$ cat src/exdq_pkg.sv
// shared types and constants for the expiring deque
// no dependencies; imported by the controller, datapath, top level and checker
`default_nettype none

package exdq_pkg;

   localparam int DATA_BITS = 32;
   localparam int LIFE_BITS = 16;
   localparam int CMD_BITS  = 3;
   localparam int STAT_BITS = 2;

   localparam logic [CMD_BITS-1:0] CMD_PUSH_FRONT = 3'd0;
   localparam logic [CMD_BITS-1:0] CMD_PUSH_BACK  = 3'd1;
   localparam logic [CMD_BITS-1:0] CMD_POP_FRONT  = 3'd2;
   localparam logic [CMD_BITS-1:0] CMD_POP_BACK   = 3'd3;
   localparam logic [CMD_BITS-1:0] CMD_TICK       = 3'd4;
   localparam logic [CMD_BITS-1:0] CMD_LIST_FWD   = 3'd5;
   localparam logic [CMD_BITS-1:0] CMD_LIST_BWD   = 3'd6;

   localparam logic [STAT_BITS-1:0] STAT_OK    = 2'd0;
   localparam logic [STAT_BITS-1:0] STAT_FULL  = 2'd1;
   localparam logic [STAT_BITS-1:0] STAT_EMPTY = 2'd2;

   localparam logic [LIFE_BITS-1:0] LIFETIME_RESET = 16'd10;

   typedef enum logic [3:0] {
      ST_IDLE,
      ST_DECODE,
      ST_SIMPLE,
      ST_POP_RD,
      ST_POP_RES,
      ST_SCAN_RD,
      ST_SCAN_EV,
      ST_LIST_CHK,
      ST_EMIT_RD,
      ST_EMIT_RES
   } state_type;

   // controller to datapath
   typedef struct packed {
      logic latch_req;
      logic clear_idx;
      logic rd_pop;
      logic rd_scan;
      logic rd_emit;
      logic simple_done;
      logic pop_done;
      logic scan_ev;
      logic emit_done;
   } ctrl_cmd_type;

   // datapath to controller
   typedef struct packed {
      logic [CMD_BITS-1:0] cmd;
      logic                empty;
      logic                scan_end;
      logic                emit_last;
      logic                out_free;
   } dp_status_type;

endpackage

`default_nettype wire

$ cat src/exdq_ctrl.sv
// sequencing state machine for the expiring deque
// depends on exdq_pkg; drives the datapath through ctrl_cmd_type
`default_nettype none

module exdq_ctrl import exdq_pkg::*; (
   input  wire logic          clock,
   input  wire logic          reset,
   input  wire logic          req_valid,
   output logic               req_stall,
   input  dp_status_type      status,
   output ctrl_cmd_type       cmd
);

   state_type state_ff, state_in;

   always_ff @(posedge clock) begin
      if (reset) begin
         state_ff <= ST_IDLE;
      end else begin
         state_ff <= state_in;
      end
   end

   always_comb begin
      state_in = state_ff;
      case (state_ff)
         ST_IDLE: begin
            if (req_valid) state_in = ST_DECODE;
         end
         ST_DECODE: begin
            if (status.cmd inside {CMD_POP_FRONT, CMD_POP_BACK}) begin
               state_in = status.empty ? ST_SIMPLE : ST_POP_RD;
            end else if (status.cmd inside {CMD_LIST_FWD, CMD_LIST_BWD}) begin
               state_in = status.empty ? ST_LIST_CHK : ST_SCAN_RD;
            end else begin
               state_in = ST_SIMPLE;
            end
         end
         ST_SIMPLE: begin
            if (status.out_free) state_in = ST_IDLE;
         end
         ST_POP_RD: begin
            state_in = ST_POP_RES;
         end
         ST_POP_RES: begin
            if (status.out_free) state_in = ST_IDLE;
         end
         ST_SCAN_RD: begin
            state_in = ST_SCAN_EV;
         end
         ST_SCAN_EV: begin
            state_in = status.scan_end ? ST_LIST_CHK : ST_SCAN_RD;
         end
         ST_LIST_CHK: begin
            state_in = status.empty ? ST_SIMPLE : ST_EMIT_RD;
         end
         ST_EMIT_RD: begin
            state_in = ST_EMIT_RES;
         end
         ST_EMIT_RES: begin
            if (status.out_free) state_in = status.emit_last ? ST_IDLE : ST_EMIT_RD;
         end
         default: begin
            state_in = ST_IDLE;
         end
      endcase
   end

   always_comb begin
      cmd       = '0;
      req_stall = 1'b1;
      case (state_ff)
         ST_IDLE: begin
            req_stall     = 1'b0;
            cmd.latch_req = req_valid;
         end
         ST_DECODE:   cmd.clear_idx   = 1'b1;
         ST_SIMPLE:   cmd.simple_done = status.out_free;
         ST_POP_RD:   cmd.rd_pop      = 1'b1;
         ST_POP_RES:  cmd.pop_done    = status.out_free;
         ST_SCAN_RD:  cmd.rd_scan     = 1'b1;
         ST_SCAN_EV:  cmd.scan_ev     = 1'b1;
         ST_LIST_CHK: cmd.clear_idx   = 1'b1;
         ST_EMIT_RD:  cmd.rd_emit     = 1'b1;
         ST_EMIT_RES: cmd.emit_done   = status.out_free;
         default: begin
            cmd = '0;
         end
      endcase
   end

endmodule

`default_nettype wire

$ cat src/exdq_dp.sv
// datapath of the expiring deque: ring storage, pointers, tick counter,
// lifetime register and the result register; depends on exdq_pkg
`default_nettype none

module exdq_dp import exdq_pkg::*; #(
   parameter int DEPTH     = 16,
   parameter int TIME_BITS = 32
) (
   input  wire logic                          clock,
   input  wire logic                          reset,
   input  ctrl_cmd_type                       cmd,
   output dp_status_type                      status,
   input  wire logic [CMD_BITS-1:0]           req_cmd,
   input  wire logic signed [DATA_BITS-1:0]   req_data_in,
   input  wire logic                          csr_wr_en,
   input  wire logic [LIFE_BITS-1:0]          csr_wr_data,
   input  wire logic                          rsp_stall,
   output logic                               rsp_valid,
   output logic signed [DATA_BITS-1:0]        rsp_data_out,
   output logic                               rsp_item_valid,
   output logic [STAT_BITS-1:0]               rsp_status,
   output logic [$clog2(DEPTH+1)-1:0]         rsp_entry_count,
   output logic                               rsp_last
);

   localparam int AW   = $clog2(DEPTH);
   localparam int CW   = $clog2(DEPTH + 1);
   localparam int CMPW = (TIME_BITS > LIFE_BITS) ? TIME_BITS : LIFE_BITS;
   localparam logic [AW:0]   DEPTH_EXT = (AW + 1)'(DEPTH);
   localparam logic [CW-1:0] DEPTH_CNT = CW'(DEPTH);
   localparam logic [AW-1:0] LAST_POS  = AW'(DEPTH - 1);

   function automatic logic [AW-1:0] wrap_add(input logic [AW-1:0] base,
                                              input logic [AW-1:0] offs);
      logic [AW:0] sum;
      sum = {1'b0, base} + {1'b0, offs};
      if (sum >= DEPTH_EXT) sum = sum - DEPTH_EXT;
      return sum[AW-1:0];
   endfunction

   logic [CMD_BITS-1:0]         cmd_ff;
   logic [DATA_BITS-1:0]        data_ff;
   logic [AW-1:0]               head_ff, head_in;
   logic [CW-1:0]               count_ff, count_in;
   logic [CW-1:0]               scan_ff, scan_in;
   logic [CW-1:0]               keep_ff, keep_in;
   logic [CW-1:0]               emit_ff, emit_in;
   logic [TIME_BITS-1:0]        now_ff, now_in;
   logic [LIFE_BITS-1:0]        lifetime_ff, lifetime_in;

   logic [DATA_BITS-1:0]        value_mem [DEPTH];
   logic [TIME_BITS-1:0]        stamp_mem [DEPTH];
   logic [DATA_BITS-1:0]        rvalue_ff;
   logic [TIME_BITS-1:0]        rstamp_ff;

   logic                        rsp_valid_ff, rsp_valid_in;
   logic [DATA_BITS-1:0]        rsp_data_ff, rsp_data_in;
   logic                        rsp_item_ff, rsp_item_in;
   logic [STAT_BITS-1:0]        rsp_status_ff, rsp_status_in;
   logic [CW-1:0]               rsp_count_ff, rsp_count_in;
   logic                        rsp_last_ff, rsp_last_in;
   logic                        rsp_load;

   logic                        full, empty, is_push, is_front, fwd, survive;
   logic [CW-1:0]               cnt_m1, scan_p1, keep_p1, emit_p1, back_off;
   logic [AW-1:0]               head_dec, head_inc;
   logic [AW-1:0]               addr_tail, addr_back, addr_scan, addr_keep, addr_emit;
   logic [TIME_BITS-1:0]        age;
   logic                        rd_en, we;
   logic [AW-1:0]               raddr, waddr;
   logic [DATA_BITS-1:0]        wvalue;
   logic [TIME_BITS-1:0]        wstamp;

   assign full     = (count_ff == DEPTH_CNT);
   assign empty    = (count_ff == '0);
   assign is_push  = (cmd_ff inside {CMD_PUSH_FRONT, CMD_PUSH_BACK});
   assign is_front = (cmd_ff inside {CMD_PUSH_FRONT, CMD_POP_FRONT});
   assign fwd      = (cmd_ff == CMD_LIST_FWD);

   assign cnt_m1   = count_ff - CW'(1);
   assign scan_p1  = scan_ff + CW'(1);
   assign keep_p1  = keep_ff + CW'(1);
   assign emit_p1  = emit_ff + CW'(1);
   assign back_off = cnt_m1 - emit_ff;

   assign head_dec  = (head_ff == '0) ? LAST_POS : head_ff - AW'(1);
   assign head_inc  = wrap_add(head_ff, AW'(1));
   // count only truncates here when full, and then no push is written
   assign addr_tail = wrap_add(head_ff, count_ff[AW-1:0]);
   assign addr_back = wrap_add(head_ff, cnt_m1[AW-1:0]);
   assign addr_scan = wrap_add(head_ff, scan_ff[AW-1:0]);
   assign addr_keep = wrap_add(head_ff, keep_ff[AW-1:0]);
   assign addr_emit = wrap_add(head_ff, fwd ? emit_ff[AW-1:0] : back_off[AW-1:0]);

   // wrapping age against lifetime, an age equal to lifetime survives
   assign age     = now_ff - rstamp_ff;
   assign survive = (CMPW'(age) <= CMPW'(lifetime_ff));

   always_comb begin
      rd_en = cmd.rd_pop | cmd.rd_scan | cmd.rd_emit;
      if (cmd.rd_pop) begin
         raddr = is_front ? head_ff : addr_back;
      end else if (cmd.rd_scan) begin
         raddr = addr_scan;
      end else begin
         raddr = addr_emit;
      end
   end

   always_comb begin
      we     = 1'b0;
      waddr  = addr_keep;
      wvalue = rvalue_ff;
      wstamp = rstamp_ff;
      if (cmd.simple_done && is_push && !full) begin
         we     = 1'b1;
         waddr  = (cmd_ff == CMD_PUSH_FRONT) ? head_dec : addr_tail;
         wvalue = data_ff;
         wstamp = now_ff;
      end else if (cmd.scan_ev && survive) begin
         we = 1'b1;
      end
   end

   always_ff @(posedge clock) begin
      if (we) begin
         value_mem[waddr] <= wvalue;
         stamp_mem[waddr] <= wstamp;
      end
      if (rd_en) begin
         rvalue_ff <= value_mem[raddr];
         rstamp_ff <= stamp_mem[raddr];
      end
   end

   always_comb begin
      head_in     = head_ff;
      count_in    = count_ff;
      scan_in     = scan_ff;
      keep_in     = keep_ff;
      emit_in     = emit_ff;
      now_in      = now_ff;
      lifetime_in = csr_wr_en ? csr_wr_data : lifetime_ff;
      if (cmd.clear_idx) begin
         scan_in = '0;
         keep_in = '0;
         emit_in = '0;
      end
      if (cmd.simple_done) begin
         if (is_push && !full) begin
            count_in = count_ff + CW'(1);
            if (cmd_ff == CMD_PUSH_FRONT) head_in = head_dec;
         end
         if (cmd_ff == CMD_TICK) now_in = now_ff + TIME_BITS'(1);
      end
      if (cmd.pop_done) begin
         count_in = cnt_m1;
         if (is_front) head_in = head_inc;
      end
      if (cmd.scan_ev) begin
         scan_in = scan_p1;
         if (survive) keep_in = keep_p1;
         // the compacted entries stay packed from the head
         if (scan_p1 == count_ff) count_in = survive ? keep_p1 : keep_ff;
      end
      if (cmd.emit_done) emit_in = emit_p1;
   end

   always_ff @(posedge clock) begin
      if (reset) begin
         head_ff     <= '0;
         count_ff    <= '0;
         scan_ff     <= '0;
         keep_ff     <= '0;
         emit_ff     <= '0;
         now_ff      <= '0;
         lifetime_ff <= LIFETIME_RESET;
      end else begin
         head_ff     <= head_in;
         count_ff    <= count_in;
         scan_ff     <= scan_in;
         keep_ff     <= keep_in;
         emit_ff     <= emit_in;
         now_ff      <= now_in;
         lifetime_ff <= lifetime_in;
      end
   end

   always_ff @(posedge clock) begin
      if (cmd.latch_req) begin
         cmd_ff  <= req_cmd;
         data_ff <= req_data_in;
      end
   end

   // result beat register
   always_comb begin
      rsp_load      = cmd.simple_done | cmd.pop_done | cmd.emit_done;
      rsp_data_in   = rvalue_ff;
      rsp_item_in   = 1'b1;
      rsp_status_in = STAT_OK;
      rsp_count_in  = count_ff;
      rsp_last_in   = 1'b1;
      if (cmd.simple_done) begin
         rsp_data_in = '0;
         rsp_item_in = 1'b0;
         if (is_push && full) begin
            rsp_status_in = STAT_FULL;
         end else if (is_push) begin
            rsp_count_in = count_ff + CW'(1);
         end else if (cmd_ff inside {CMD_POP_FRONT, CMD_POP_BACK}) begin
            rsp_status_in = STAT_EMPTY;
         end
      end else if (cmd.pop_done) begin
         rsp_count_in = cnt_m1;
      end else begin
         rsp_last_in = (emit_p1 == count_ff);
      end
      rsp_valid_in = rsp_load | (rsp_valid_ff & rsp_stall);
   end

   always_ff @(posedge clock) begin
      if (reset) begin
         rsp_valid_ff <= 1'b0;
      end else begin
         rsp_valid_ff <= rsp_valid_in;
      end
   end

   always_ff @(posedge clock) begin
      if (rsp_load) begin
         rsp_data_ff   <= rsp_data_in;
         rsp_item_ff   <= rsp_item_in;
         rsp_status_ff <= rsp_status_in;
         rsp_count_ff  <= rsp_count_in;
         rsp_last_ff   <= rsp_last_in;
      end
   end

   assign status.cmd       = cmd_ff;
   assign status.empty     = empty;
   assign status.scan_end  = (scan_p1 == count_ff);
   assign status.emit_last = (emit_p1 == count_ff);
   assign status.out_free  = !rsp_valid_ff || !rsp_stall;

   assign rsp_valid       = rsp_valid_ff;
   assign rsp_data_out    = rsp_data_ff;
   assign rsp_item_valid  = rsp_item_ff;
   assign rsp_status      = rsp_status_ff;
   assign rsp_entry_count = rsp_count_ff;
   assign rsp_last        = rsp_last_ff;

endmodule

`default_nettype wire

$ cat src/expiring_deque_top.sv
// top level of the expiring deque: controller plus datapath
// depends on exdq_pkg, exdq_ctrl and exdq_dp
//
// A bounded double-ended queue of signed 32-bit values, each stamped with the
// tick count at push time, held in a ring buffer with one write and one
// registered read port. One command is taken at a time. Push, tick and a pop
// on an empty deque go from decode straight to the result beat; a pop of an
// entry first does one read of the ring. A list first runs the expiry sweep,
// which reads and re-packs each held entry through the single read port, then
// reads and presents each survivor in turn; an empty list gives one invalid
// beat. Result stalls can lengthen every command.
// The input is stalled until the last result beat of a command is loaded.
// No clearing pass is needed after reset.
`default_nettype none

module expiring_deque_top import exdq_pkg::*; #(
   parameter int DEPTH     = 16,
   parameter int TIME_BITS = 32
) (
   input  wire logic                          clock,
   input  wire logic                          reset,
   input  wire logic                          req_valid,
   output logic                               req_stall,
   input  wire logic [CMD_BITS-1:0]           req_cmd,
   input  wire logic signed [DATA_BITS-1:0]   req_data_in,
   input  wire logic                          csr_wr_en,
   input  wire logic [LIFE_BITS-1:0]          csr_wr_data,
   output logic                               rsp_valid,
   input  wire logic                          rsp_stall,
   output logic signed [DATA_BITS-1:0]        rsp_data_out,
   output logic                               rsp_item_valid,
   output logic [STAT_BITS-1:0]               rsp_status,
   output logic [$clog2(DEPTH+1)-1:0]         rsp_entry_count,
   output logic                               rsp_last
);

   ctrl_cmd_type  ctrl_cmd;
   dp_status_type dp_status;

   exdq_ctrl u_ctrl (
      .clock     (clock),
      .reset     (reset),
      .req_valid (req_valid),
      .req_stall (req_stall),
      .status    (dp_status),
      .cmd       (ctrl_cmd)
   );

   exdq_dp #(
      .DEPTH     (DEPTH),
      .TIME_BITS (TIME_BITS)
   ) u_dp (
      .clock           (clock),
      .reset           (reset),
      .cmd             (ctrl_cmd),
      .status          (dp_status),
      .req_cmd         (req_cmd),
      .req_data_in     (req_data_in),
      .csr_wr_en       (csr_wr_en),
      .csr_wr_data     (csr_wr_data),
      .rsp_stall       (rsp_stall),
      .rsp_valid       (rsp_valid),
      .rsp_data_out    (rsp_data_out),
      .rsp_item_valid  (rsp_item_valid),
      .rsp_status      (rsp_status),
      .rsp_entry_count (rsp_entry_count),
      .rsp_last        (rsp_last)
   );

endmodule

`default_nettype wire

$ cat config.mk
export PLATFORM = sky130hd
export DESIGN_NAME = expiring_deque_top
export DESIGN_NICKNAME = d
export VERILOG_FILES = /design/src/exdq_pkg.sv /design/src/exdq_ctrl.sv /design/src/exdq_dp.sv /design/src/expiring_deque_top.sv
export SDC_FILE = /design/constraint.sdc
export NUM_CORES = 2
export LEC_CHECK = 0
export BUFFER_PORTS_ARGS = -buffer_cell sky130_fd_sc_hd__buf_2
export CAP_MARGIN = 20
export CORE_UTILIZATION = 53
export DETAILED_ROUTE_END_ITERATION = 12
export PLACE_DENSITY_LB_ADDON = 0.05
export SYNTH_ARGS = -nofsm -noshare
export SYNTH_HDL_FRONTEND = slang
export SYNTH_SLANG_ARGS = --single-unit
$ cat constraint.sdc
create_clock -name clock -period 9.1 [get_ports clock]
set_input_delay 1.82 -clock clock [delete_from_list [all_inputs] [get_ports clock]]
set_output_delay 1.82 -clock clock [all_outputs]
set_load 0.02 [all_outputs]
**Word-level counts from Yosys, hierarchy flattened**

Memories as Yosys holds them, arrays and structs flattened. A register that Yosys moved wholly into a read port is not among the register bits.
Index checks and enable logic that the tools add are counted.

- Flip-flop bits (word level): 153
- RAM bits: 1024
- Input port bits: 56
- Output and inout bits: 43
- Word-level logic and storage cells: 165
- Memories: 2

Memory list:

| memory | depth | bits a word | rd ports | clocked after memory_dff | wr ports | line | RTL |
|---|---|---|---|---|---|---|---|
| u_dp.stamp_mem | 16 | 32 | 1 | 1 | 1 | exdq_dp.sv:52 | `logic [TIME_BITS-1:0] stamp_mem [DEPTH];` |
| u_dp.value_mem | 16 | 32 | 1 | 1 | 1 | exdq_dp.sv:51 | `logic [DATA_BITS-1:0] value_mem [DEPTH];` |

- $add $sub $neg: 21
- Order comparisons: 7
- Equal/unequal tests: 21
- Mux-type cells: 65
- Bitwise gates (word level): 7
- Reductions and logical operators: 25

Operators with widths:

| cell | number |
|---|---|
| 4-bit two-way mux | 25 |
| 5-bit two-way mux | 16 |
| 32-bit two-way mux | 2 |
| 4-bit one-hot mux with 9 select lines | 1 |
| 32-bit by 1-bit adder with 32-bit output (second input constant) | 1 |
| 32-bit by 16-bit <= comparator with 1-bit output | 1 |
| 32-bit subtractor | 1 |
| 5-bit >= comparator (second input constant) | 6 |
| 4-bit by 1-bit subtractor with 4-bit output (second input constant) | 7 |
| 4-bit by 4-bit adder with 5-bit output | 5 |
| 5-bit by 1-bit adder with 5-bit output (second input constant) | 4 |
| 1-bit two-way mux | 18 |
| 4-bit by 3-bit == test with 1-bit output (second input constant) | 4 |
| 2-bit nonzero test | 6 |
| 5-bit == test | 2 |
| 3-bit == test (second input constant) | 3 |
| 4-bit by 2-bit == test with 1-bit output (second input constant) | 2 |
| 4-bit == test (second input constant) | 2 |
| 4-bit logical NOT | 2 |
| 3-bit by 2-bit == test with 1-bit output (second input constant) | 2 |
| 2-bit two-way mux | 3 |
| 2-bit OR reduction | 3 |
| 4-bit by 1-bit adder with 5-bit output (second input constant) | 1 |
| 5-bit == test (second input constant) | 1 |
| 17 further kinds | 28 |

**Depth between registers and ports, before layout**

- Word-level depth: 8
- Gate-level depth with buffers: 22

**By module**

A second synthesis with hierarchy kept.

- Cells, all modules: 2993
- Area total of the unflattened synthesis: 51573.2 µm²

By module, submodules not included:

| module | times used | cells each | area each (µm²) | seq. area each (µm²) |
|---|---|---|---|---|
| exdq_dp | 1 | 2933 | 51137.8 | 36414.9 |
| exdq_ctrl | 1 | 60 | 435.4 | 80.1 |

**Worst setup path after synthesis**

Ideal clock, no wire load.

- Path type: register -> register
- From: register u_dp.now_ff[0]
- To: memory u_dp.stamp_mem[0][0] (enable)
- Setup time: 0.581 ns
- Arrival: 9.326 ns
- Slack: -0.807 ns
- Cell stages (with the launch flop): 23
- Cells stage by stage: dfxtp_1 -> inv_1 -> ha_1 -> fa_1 -> and2b_1 -> o2111ai_2 -> a21o_1 -> a211o_2 -> nand2_1 -> nor2_1 -> xnor2_1 -> ha_1 -> a21oi_1 -> nand2_1 -> a211o_1 -> o31a_1 -> a31oi_1 -> nand3_1 -> or4_4 -> nor4_4 -> and4_2 -> nand3_2 -> a211oi_1

- Word-level cells in the longest chain between the ends: 7

Ends and longest elaborated chain:

| item | line | RTL |
|---|---|---|
| from (decl) | exdq_dp.sv:48 | `logic [TIME_BITS-1:0] now_ff, now_in;` |
| from (signal assigned) | exdq_dp.sv:184 | `now_ff <= now_in;` |
| 32-bit subtractor | exdq_dp.sv:96 | `assign age = now_ff - rstamp_ff;` |
| 32-bit by 16-bit <= comparator with 1-bit output | exdq_dp.sv:97 | `assign survive = (CMPW'(age) <= CMPW'(lifetime_ff));` |
| 1-bit logical AND | exdq_dp.sv:120 | `end else if (cmd.scan_ev && survive) begin` |
| 1-bit two-way mux | exdq_dp.sv:120 |  |
| 1-bit two-way mux | exdq_dp.sv:115 | `if (cmd.simple_done && is_push && !full) begin` |
| 1-bit two-way mux | exdq_dp.sv:126 | `if (we) begin` |
| 1-bit two-way mux (not written as such) | exdq_dp.sv:128 | `stamp_mem[waddr] <= wstamp;` |
| to (decl) | exdq_dp.sv:52 |  |

Every way passes these cells.

**Worst setup path in the final report**

- From: register u_dp.now_ff[0]
- To: memory u_dp.value_mem[4][22] (enable)

- Word-level cells in the longest chain between the ends: 7

Ends and longest elaborated chain:

| item | line | RTL |
|---|---|---|
| 32-bit subtractor | exdq_dp.sv:96 |  |
| 32-bit by 16-bit <= comparator with 1-bit output | exdq_dp.sv:97 |  |
| 1-bit logical AND | exdq_dp.sv:120 |  |
| 1-bit two-way mux | exdq_dp.sv:120 |  |
| 1-bit two-way mux | exdq_dp.sv:115 |  |
| 1-bit two-way mux | exdq_dp.sv:126 |  |
| 1-bit two-way mux (not written as such) | exdq_dp.sv:127 | `value_mem[waddr] <= wvalue;` |
| to (decl) | exdq_dp.sv:51 |  |

Every way passes these cells.

==> impl_metrics.py <==
metrics = {
    "synth": {
        "synth_cell_type_count": 69,
        "ys_async_sr_fraction_pct": 0,
        "syn_area_per_cell_um2": 17.3,
        "syn_area_um2": 51100,
        "synth_edf_count": 1164,
        "ys_ff_latch": 1241,
        "ys_warn_count": 0,
        "synth_ff_type": "edfxtp_1",
        "synth_seq_area_share_pct": 71.4,
        "synth_nets": 3079,
        "syn_inst": 2946,
    },
    "setup_path": {
        "required_ns": 9.43,
        "start_kind": "register",
        "path_class": "register to register",
        "arrival_ns": 7.25,
        "critPathMaxFanout": 45,
        "endpoint_kind": "register",
    },
    "routing": {
        "wirelength_um": 114000,
        "ant_nets": 0,
        "drc": 0,
        "vias_per_cell": 5.98,
        "dr.pass1.iters": 5,
        "route.vias.total": 26752,
        "wl_per_cell_um": 25.5,
        "drt_iter0_markers": 2347,
    },
    "pwr": {
        "leakagePower_nw": 19.1,
        "internal_power_mw": 10.6,
        "power_switching_mw": 3.77,
        "seqPwrFrac_pct": 45.6,
        "power.density_nw_per_um2": 247,
        "swShare_pct": 26.3,
        "p_clk_share_pct": 36.3,
        "combPwrFrac_pct": 18.1,
        "ir_worst_vdd_uv": 325,
    },
    "floorplanning": {
        "die-area_um2": 97600,
        "fp-row-count": 113,
        "chipWidth_um": 312,
        "start_util_pct": 53.6,
        "core_um2": 95300,
        "ios": 99,
        "die_y_um": 312,
    },
    "cts": {
        "cts_tree": "yes",
        "cts_hold_buffers": 0,
        "path_clk_slew_ns": 0.06,
        "cts_max_level": 3,
        "clk_latency_ns": 0.72,
        "cts_resized": 0,
        "post_cts_buffers": 0,
        "numCtsBuffers": 121,
        "clockRootBuffer": "clkbuf_16",
        "clock-sinks": 1241,
        "clk_path_buf_depth": 3,
    },
    "finish": {
        "drive_above_1_share_pct": 20.9,
        "layout.cells.non_filler": 4472,
        "layout_commonest_cell": "edfxtp_1",
        "antenna_cells": 0,
        "nets": 3234,
        "layout_common_cells": "1164 x edfxtp_1, 256 x mux4_2, 206 x nand2_1, 132 x a21oi_1, 122 x clkbuf_16",
        "areaGrowthSynthToFinish_pct": 13.3,
        "fin_util_pct": 60.8,
    },
    "global_routing": {
        "gr-total-overflow": 0,
        "grt_usage_pct": 23.8,
        "grt_max_degree": 131,
        "grt_first_pass_wirelength_um": 173000,
        "antenna_found_initial": 2,
        "grt_pass1_vias": 27684,
    },
    "sta": {
        "setup-violations-final": 0,
        "min_period_over_period_pct": 76.1,
        "skew_ns": 0.0353,
        "slew_headroom_pct": 29.3,
        "hold_viol_final": 0,
        "rsz0062_at_grt": "false",
        "tightest_slew_ns": 1.06,
        "max_freq_mhz": 144,
        "fin_crit_ns": 6.92,
        "slew_viol_final": 0,
    },
    "run": {
        "cap_viol_max_count": 0,
    },
    "placed_design": {
        "routabilityCongestion": 0.849,
        "placement.io_buffers": 98,
        "hpwl_um": 64200,
        "dp.cells": 4239,
    },
    "worst_hold_path": {
        "hp-class": "register to register",
    },
    "run_status": {
        "status": "finished clean",
    },
}
-- final cells by class --
| cell class | count | area, um^2 |
|---|---|---|
| well taps | 1265 | 1580 |
| clock buffers | 139 | 3130 |
| repair buffers | 175 | 1380 |
| fillers | 7032 | 37400 |
| multi-input cells | 1489 | 14000 |
| flip-flops and latches | 1241 | 36500 |
| clock inverters | 90 | 1040 |
| inverters | 73 | 274 |
-- layer usage --
metal	up-vias	routed length, um	track usage, %
li1	11969	-	-
met5	-	0	0
met3	193	6060	3.31
met2	785	54700	38.3
met4	0	3040	6.81
met1	13805	50400	34.3
-- cells in the mapped netlist, types with 19 or more instances --
cell type,count,area share [%]
a211oi_1,83,1.2
a21o_1,20,0.29
a21oi_1,133,1.3
and2_1,41,0.50
and3_1,24,0.29
buf_1,26,0.19
buf_2,19,0.19
clkbuf_1,98,0.72
dfxtp_1,77,3.0
edfxtp_1,1164,68
ha_1,71,1.7
inv_1,73,0.54
mux2i_1,83,1.6
mux4_2,256,11
nand2_1,206,1.5
nand3_1,46,0.45
nor2_1,109,0.80
nor2b_1,73,0.89
o21ai_0,82,0.80
xnor2_1,44,0.75
xor2_1,41,0.70
-- final timing paths --
| path | from | endpoint | slack, ns | cells past startpoint |
|---|---|---|---|---|
| min reg2reg | u_dp.lifetime_ff[15] | u_dp.lifetime_ff[15] | 0.50 | 2 |
| max | u_dp.now_ff[0] | u_dp.value_mem[4][22] | 2.18 | 23 |
| min | u_dp.lifetime_ff[15] | u_dp.lifetime_ff[15] | 0.50 | 2 |
| max reg2reg | u_dp.now_ff[0] | u_dp.value_mem[4][22] | 2.18 | 23 |
-- critical path, stage by stage, from the launching register on --
cell and delay (ns):
dfxtp_1 0.39, inv_1 0.10, ha_1 0.22, fa_1 0.41, and2b_1 0.24, o2111ai_2 0.15
a21o_1 0.24, a211o_2 0.35, nand2_1 0.07, nor2_1 0.05, xnor2_1 0.15, ha_1 0.32
a21oi_1 0.18, nand2_1 0.07, a211o_1 0.28, o31a_1 0.25, a31oi_1 0.16, nand3_1 0.10
or4_4 0.49, nor4_4 0.32, and4_2 0.32, nand3_2 0.42, a211oi_4 0.40, buf_4 0.78
-- sequential cells by signal, summed over array words and instances, names as in the netlist, 2 cells and up --
register	flops
u_dp.lifetime_ff	16
u_dp.rsp_entry_count	5
u_dp.cmd_ff	3
u_ctrl.state_ff	4
u_dp.rsp_status	2
u_dp.now_ff	32
u_dp.scan_ff	5
u_dp.emit_ff	5
u_dp.head_ff	4
u_dp.value_mem	512
u_dp.rstamp_ff	32
u_dp.rsp_data_out	32
u_dp.data_ff	32
u_dp.stamp_mem	512
u_dp.rvalue_ff	32
u_dp.count_ff	5
u_dp.keep_ff	5
-- logic make-up after synthesis --
group,share of synthesized area [%]
xor gates and xnor gates,1.46
adders and majority gates,1.97
muxes,13.0
buffers and inverters,1.63
and+or+nand+nor,5.71
AOI/OAI and AO/OA,4.80
DFF,71.4
-- power groups by stage --
| stage | Sequential, mW | Clock, mW | Combinational (mW) |
|---|---|---|---|
| after floorplan | 6.67 | 0 | 1.84 |
| after global placement | 6.65 | 0 | 2.61 |
| after detailed placement | 6.65 | 0 | 2.63 |
| after CTS | 6.53 | 5.29 | 2.64 |
| after global routing | 6.54 | 5.48 | 2.83 |
| final | 6.53 | 5.19 | 2.59 |
-- metrics by stage --
| stage | cell area, um^2 | hold slack (ns) | setup TNS (ns) | worst slack, ns | total power, mW |
|---|---|---|---|---|---|
| after CTS | 57900 | 0.507 | 0 | 2.20 | 14.5 |
| after detailed placement | 53700 | 0.492 | 0 | 2.24 | 9.29 |
| after global placement | 53600 | 0.481 | 0 | 1.94 | 9.26 |
| after floorplan | 51100 | 0.460 | -413.13 | -0.807 | 8.51 |
| final | 57900 | 0.500 | 0 | 2.18 | 14.3 |
| after global routing | 57900 | 0.527 | 0 | 1.82 | 14.8 |
(Power assumes the default switching activity.)
